### src/design/fcr_pkg.sv
package fcr_pkg;

    localparam int SAMPLE_BITS    = 24;
    localparam int CHANNELS_DEF   = 2;
    localparam int MAX_DELAY_DEF  = 4096;

    localparam int GAIN_BITS      = 16;
    localparam int GAIN_FRAC      = 15;
    localparam int UNITY_GAIN     = 32768;
    localparam int DELAY_BITS     = 13;

    localparam int CFG_DATA_BITS  = 16;
    localparam int CFG_INDEX_BITS = 2;

    // output queue depth; also the limit on items in flight
    localparam int OUT_DEPTH      = 4;
    localparam int OUT_CNT_W      = $clog2(OUT_DEPTH + 1);

    typedef enum logic [CFG_INDEX_BITS-1:0] {
        REG_DRY_GAIN     = 2'd0,
        REG_WET_GAIN     = 2'd1,
        REG_DELAY_LENGTH = 2'd2
    } cfg_reg_t;

    typedef struct packed {
        logic                          channel;
        logic signed [SAMPLE_BITS-1:0] sample_in;
    } in_item_t;

    typedef struct packed {
        logic signed [SAMPLE_BITS-1:0] sample_out;
        logic                          out_channel;
    } out_item_t;

endpackage

### src/design/fcr_out_fifo.sv
module fcr_out_fifo (
    input  logic               aclk,
    input  logic               aresetn,
    input  logic               push,
    input  fcr_pkg::out_item_t push_item,
    output logic               m_valid,
    input  logic               m_ready,
    output fcr_pkg::out_item_t m_data
);

    localparam int PTR_W = $clog2(fcr_pkg::OUT_DEPTH);

    fcr_pkg::out_item_t                slots_reg [fcr_pkg::OUT_DEPTH];
    logic [PTR_W-1:0]                  wr_ptr_reg;
    logic [PTR_W-1:0]                  rd_ptr_reg;
    logic [fcr_pkg::OUT_CNT_W-1:0]     count_reg;
    logic                              pop;

    // no full check: the producer keeps items in flight at most the depth
    assign pop     = m_valid && m_ready;
    assign m_valid = (count_reg != '0);
    assign m_data  = slots_reg[rd_ptr_reg];

    always_ff @(posedge aclk) begin
        if (push) begin
            slots_reg[wr_ptr_reg] <= push_item;
        end
    end

    always_ff @(posedge aclk) begin
        if (!aresetn) begin
            wr_ptr_reg <= '0;
            rd_ptr_reg <= '0;
            count_reg  <= '0;
        end else begin
            if (push) begin
                wr_ptr_reg <= wr_ptr_reg + PTR_W'(1);
            end
            if (pop) begin
                rd_ptr_reg <= rd_ptr_reg + PTR_W'(1);
            end
            case ({push, pop})
                2'b10:   count_reg <= count_reg + fcr_pkg::OUT_CNT_W'(1);
                2'b01:   count_reg <= count_reg - fcr_pkg::OUT_CNT_W'(1);
                default: count_reg <= count_reg;
            endcase
        end
    end

endmodule

### config.mk
export PLATFORM = sky130hd
export DESIGN_NAME = fcr_out_fifo
export DESIGN_NICKNAME = d
export VERILOG_FILES = /design/src/design/fcr_pkg.sv /design/src/design/fcr_out_fifo.sv
export SDC_FILE = /design/constraint.sdc
export NUM_CORES = 1
export LEC_CHECK = 0
export BUFFER_PORTS_ARGS = -buffer_cell sky130_fd_sc_hd__buf_2
export CAP_MARGIN = 30
export CORE_MARGIN = 2
export CORE_UTILIZATION = 50
export DETAILED_ROUTE_END_ITERATION = 7
export HOLD_SLACK_MARGIN = 0.06
export PLACE_DENSITY = 0.71
export SLEW_MARGIN = 20
export SYNTH_ARGS = -nofsm -noshare
export SYNTH_HDL_FRONTEND = slang
export SYNTH_SLANG_ARGS = --single-unit
### constraint.sdc
create_clock -name aclk -period 2.35 [get_ports aclk]
set_input_delay 0.47 -clock aclk [delete_from_list [all_inputs] [get_ports aclk]]
set_output_delay 0.47 -clock aclk [all_outputs]
set_load 0.05 [all_outputs]
### Word level (Yosys, flattened, before mapping)

Memories as Yosys holds them, arrays and structs flattened. A register that Yosys moved wholly into a read port is not among the register bits.
Index checks and enable logic that the tools add are counted.

| word-level totals | value |
|---|---|
| bits in latches | 0 |
| logic and storage cells | 18 |
| bits in writable memories | 100 |
| register bits after elaboration | 7 |
| memories kept | 1 |
| input bits | 29 |
| ROM bits | 0 |
| output and inout port bits | 26 |

Memories:

| memory | words | width | rd ports | clocked after Yosys merged registers in | write ports | line | text |
|---|---|---|---|---|---|---|---|
| slots_reg | 4 | 25 | 1 | 1 | 1 | fcr_out_fifo.sv:13 | `fcr_pkg::out_item_t slots_reg [fcr_pkg::OUT_DEPTH];` |

| operators by class | value |
|---|---|
| shift-type cells | 0 |
| equal/unequal tests | 2 |
| reductions and logical operators | 3 |
| bitwise operators | 0 |
| magnitude comparators | 0 |
| add/subtract/negate cells | 4 |
| mux-type cells | 5 |
| $mul | 0 |
| divide/modulo/power cells | 0 |

Operators by type and width:

| operator | count |
|---|---|
| $pmux 3 s2 | 1 |
| $add 2x1->2 const B | 2 |
| $mux 2 | 2 |
| $add 3x1->3 const B | 1 |
| $reduce_bool 3->1 | 1 |
| $sub 3x1->3 const B | 1 |
| $eq 2x1->1 const B | 1 |
| $eq 2x2->1 const B | 1 |
| $mux 1 | 2 |
| $reduce_bool 2->1 | 1 |
| $logic_and 1x1->1 | 1 |

### Longest topological paths before layout

| depth | value |
|---|---|
| depth in word-level cells | 4 |
| gate-level depth with buffers | 7 |
| depth with buffers taken out | 7 |

### Least setup slack after synthesis

No wires, ideal clock.

| path | value |
|---|---|
| kind | input -> register |
| start | in m_ready |
| end | reg count_reg[2] (netlist name) |
| stages | 7 |
| slack | 493 ps |
| required time | 2274 ps |
| library setup time | 76 ps |
| data arrival time | 1781 ps |
| buffers on the path | 0 |
| path through | o31a_1 ha_1 inv_1 fa_1 xor2_1 or3_1 a21boi_0 |

| on the way | value |
|---|---|
| cells in the longest elaborated chain, start to end | 3 |
| elaborated cells on any way between the ends | 5 |
| those cells by class | 2 x eq/ne; 1 x mux; 2 x reduce/logical |

RTL lines:

| element | line | text |
|---|---|---|
| start, declared | fcr_out_fifo.sv:7 | `input logic m_ready,` |
| $logic_and 1x1->1 * | fcr_out_fifo.sv:20 | `assign pop = m_valid && m_ready;` |
| $eq 2x1->1 / $eq 2x2->1 (equally long branches) | fcr_out_fifo.sv:42 | `case ({push, pop})` |
| $pmux 3 s2 / $reduce_bool 2->1 (equally long branches) | -- |  |
| end signal, assigned | fcr_out_fifo.sv:43 | `2'b10: count_reg <= count_reg + fcr_pkg::OUT_CNT_W'(1);` |
| end signal, assigned | fcr_out_fifo.sv:44 | `2'b01: count_reg <= count_reg - fcr_pkg::OUT_CNT_W'(1);` |
| end signal, assigned | fcr_out_fifo.sv:45 | `default: count_reg <= count_reg;` |
| end, declared | fcr_out_fifo.sv:16 | `logic [fcr_pkg::OUT_CNT_W-1:0] count_reg;` |

Mark *: on every way between the ends. The rest lies on a longest branch, timed or not.
A chain may end at the register's enable or synchronous reset.

==> run summary <==
CTS Hold Buffers Added -> 0
Longest Clk Path Bufs -> 2
Top post-synthesis cells by area -> edfxtp_1 (73%), mux4_2 (11%), dfxtp_1 (4.4%)
Yosys synthesis warning count -> 0
Status -> finished, final reports clean
Final Util -> 0.587
Final instance area -> 4750 um^2
Maximum vdd ir drop -> 0.000536 V
Layout cell share with drive strength beyond 1 -> 0.405
1st-iter DRT viols -> 95
Critical Path RT -> 1.88 ns
Placer Congestion -> 0.675
Via density -> 5.31
I/O pin count -> 55
Final period util -> 0.950
Vias in the first global route -> 1875
CP endpoint kind -> output pin
Die width -> 94.7 um
Seq/Total Area, Yosys -> 0.774
R2R depth -> 7
Met2 GRT Util -> 0.245
Clock period minus worst slack -> 2.23 ns
Area post-placement -> 4510 um^2
Via count -> 1897
Top cell type's share of synthesized area -> 0.731
Worst hold start -> push_item[8]
Met1 GRT Util -> 0.206
Post-synth ARST share -> 0
Pleak -> 1.64 nW
Area growth syn-to-layout -> 15.6%
Post-synth EDFFs -> 100
Count leader, synth -> edfxtp_1
GRT Residual Overflow -> 0
Setup ws final -> 0.118 ns
Count of input and output buffers -> 54
H-tree depth -> 3
Tot Pwr -> 4.85 mW
First-pass DRT Iterations -> 4
Worst-Skew Late Latency -> 0.37 ns
Top cells by count, synth -> edfxtp_1 (100), mux4_2 (20), dfxtp_1 (9), and2_1 (8), inv_1 (6)
Die ar. -> 8960 um^2
Worst setup path endpoint -> m_data[21]
Die Y -> 94.7 um
Setup_tns -> 0 ns
Clock sinks -> 109
Routed WL -> 6390 um
Reg2Reg Setup Slack -> 0.42 ns
Post-DRT Antenna Nets -> 0
GR Util met3 -> 0.0327
Synth Instances -> 177
Fmax -> 0.448 GHz
Mapped cell area -> 4110 um^2
Place WS -> 0.294 ns
Diodes inserted -> 0
Critical Path AT -> 1.76 ns
FF-to-FF Start -> count_reg[1]
Number of flip-flops in the largest register -> 100
Final layout net count -> 282
Cell row count -> 33
Core box area -> 8090 um^2
Max Transition Viols Final -> 0
Mapped Nets -> 212
Synthesized area per cell -> 23.2 um^2
Unique cell type count in the Yosys netlist -> 22
GR peak layer -> met2
Critical path fanouts, max -> 14
Reg clk slew, reported paths -> 0.10 ns
TritonCTS buffer count -> 9
Avg WL per Cell -> 17.9 um
Area leader, netlist -> edfxtp_1
Critical path class -> flip-flop to output pin
Initial Utilization -> 0.508
Setup violations, final -> 0
Initial antenna violation count -> 0
RSZ-0062 raised after global routing -> no
GRT Total Usage -> 0.154
Residual DRC -> 0
Worst slew margin -> 0.737
CTS tree -> built
First-pass GRT wire length -> 9780 um
Final Hold Fails -> 0
R2R Path End -> count_reg[2]
Measured slew at the worst slew-check pin -> 0.394 ns
Hold WC Path Type -> input pin to flip-flop
Pin count of the biggest net entering global routing -> 26
Seq cells post-synth -> 109
Root cell of the clock tree -> clkbuf_8
PwrDens -> 1020 nW/um^2
Synth Flop Type -> edfxtp_1
Clk_skew -> 0.00917 ns
Max-Cap Viols -> 0
Nature of the critical path startpoint -> flip-flop
==> layout make-up <==
type,instances,area (um^2)
multi-input cells,56,838
flip-flops and latches,109,3190
clock buffers,9,124
repair buffers,65,365
fillers,612,3340
well taps,105,131
inverters,6,22.5
clock inverters,7,83.8
==> per-layer routing <==
metal | wire length (um) | vias to the layer above
li1 | - | 860
met1 | 2800 | 977
met2 | 3210 | 52
met3 | 325 | 8
met4 | 51 | 0
met5 | 0 | -
==> critical path, stage by stage (launching register included) <==
cell and delay, ns:
dfxtp_4 0.41, buf_12 0.17, mux4_1 0.58, buf_2 0.23
==> placed cells by master, fill, tap and decap left out, types with 2 or more instances in the layout <==
master / Yosys / routed
ha_1: 5 / 5
clkinv_4: 0 / 4
inv_1: 6 / 6
clkbuf_8: 0 / 9
edfxtp_1: 100 / 100
and2_1: 8 / 8
mux4_1: 5 / 5
mux4_2: 20 / 20
or3_1: 2 / 2
o21ai_0: 2 / 2
buf_4: 0 / 10
xnor2_1: 3 / 3
dfxtp_1: 9 / 8
nor2b_1: 3 / 3
xor2_1: 2 / 2
buf_2: 2 / 54
==> power breakdown <==
| part | total (mW) | internal, mW | switching [mW] | leakage [nW] |
|---|---|---|---|---|
| clock network | 1.14 | 0.507 | 0.636 | 0.102 |
| logic | 1.39 | 0.497 | 0.897 | 0.541 |
| registers | 2.32 | 2.25 | 0.0686 | 0.993 |
| total | 4.85 | 3.25 | 1.60 | 1.64 |
==> per-stage QoR <==
stage | hold WS [ns] | std cells
2_1_floorplan | 0.484 | 177
3_3_place_gp | 0.515 | 337
3_5_place_dp | 0.534 | 337
4_1_cts | 0.296 | 353
5_1_grt | 0.302 | 357
6_report | 0.307 | 357
==> cell families (layout without fill, tap and decap cells) <==
logic type / count (synthesis) / after routing / synth area share
buf+inv: 12 / 87 / 0.0216
fa+ha+maj: 6 / 6 / 0.0201
flops: 109 / 109 / 0.774
mux: 26 / 26 / 0.144
simple gates: 14 / 14 / 0.0207
compound gates: 5 / 5 / 0.00853
xor+xnor: 5 / 5 / 0.0107
==> worst min path at each step <==
stage,to,slack (ns),cells past startpoint
finish,slots_reg[2][8],0.31,1
global route,slots_reg[3][17],0.30,1
CTS,slots_reg[2][8],0.30,1
detailed placement,count_reg[2],0.53,2
global placement,count_reg[2],0.51,2
floorplan,count_reg[2],0.48,2
==> what timing repair did <==
item	CTS	global route
resized for setup	1	0
pin swaps	0	0
endpoints found under the setup margin	6	4
cloned	0	0
setup buffers	0	4
(Power assumes the default switching activity.)
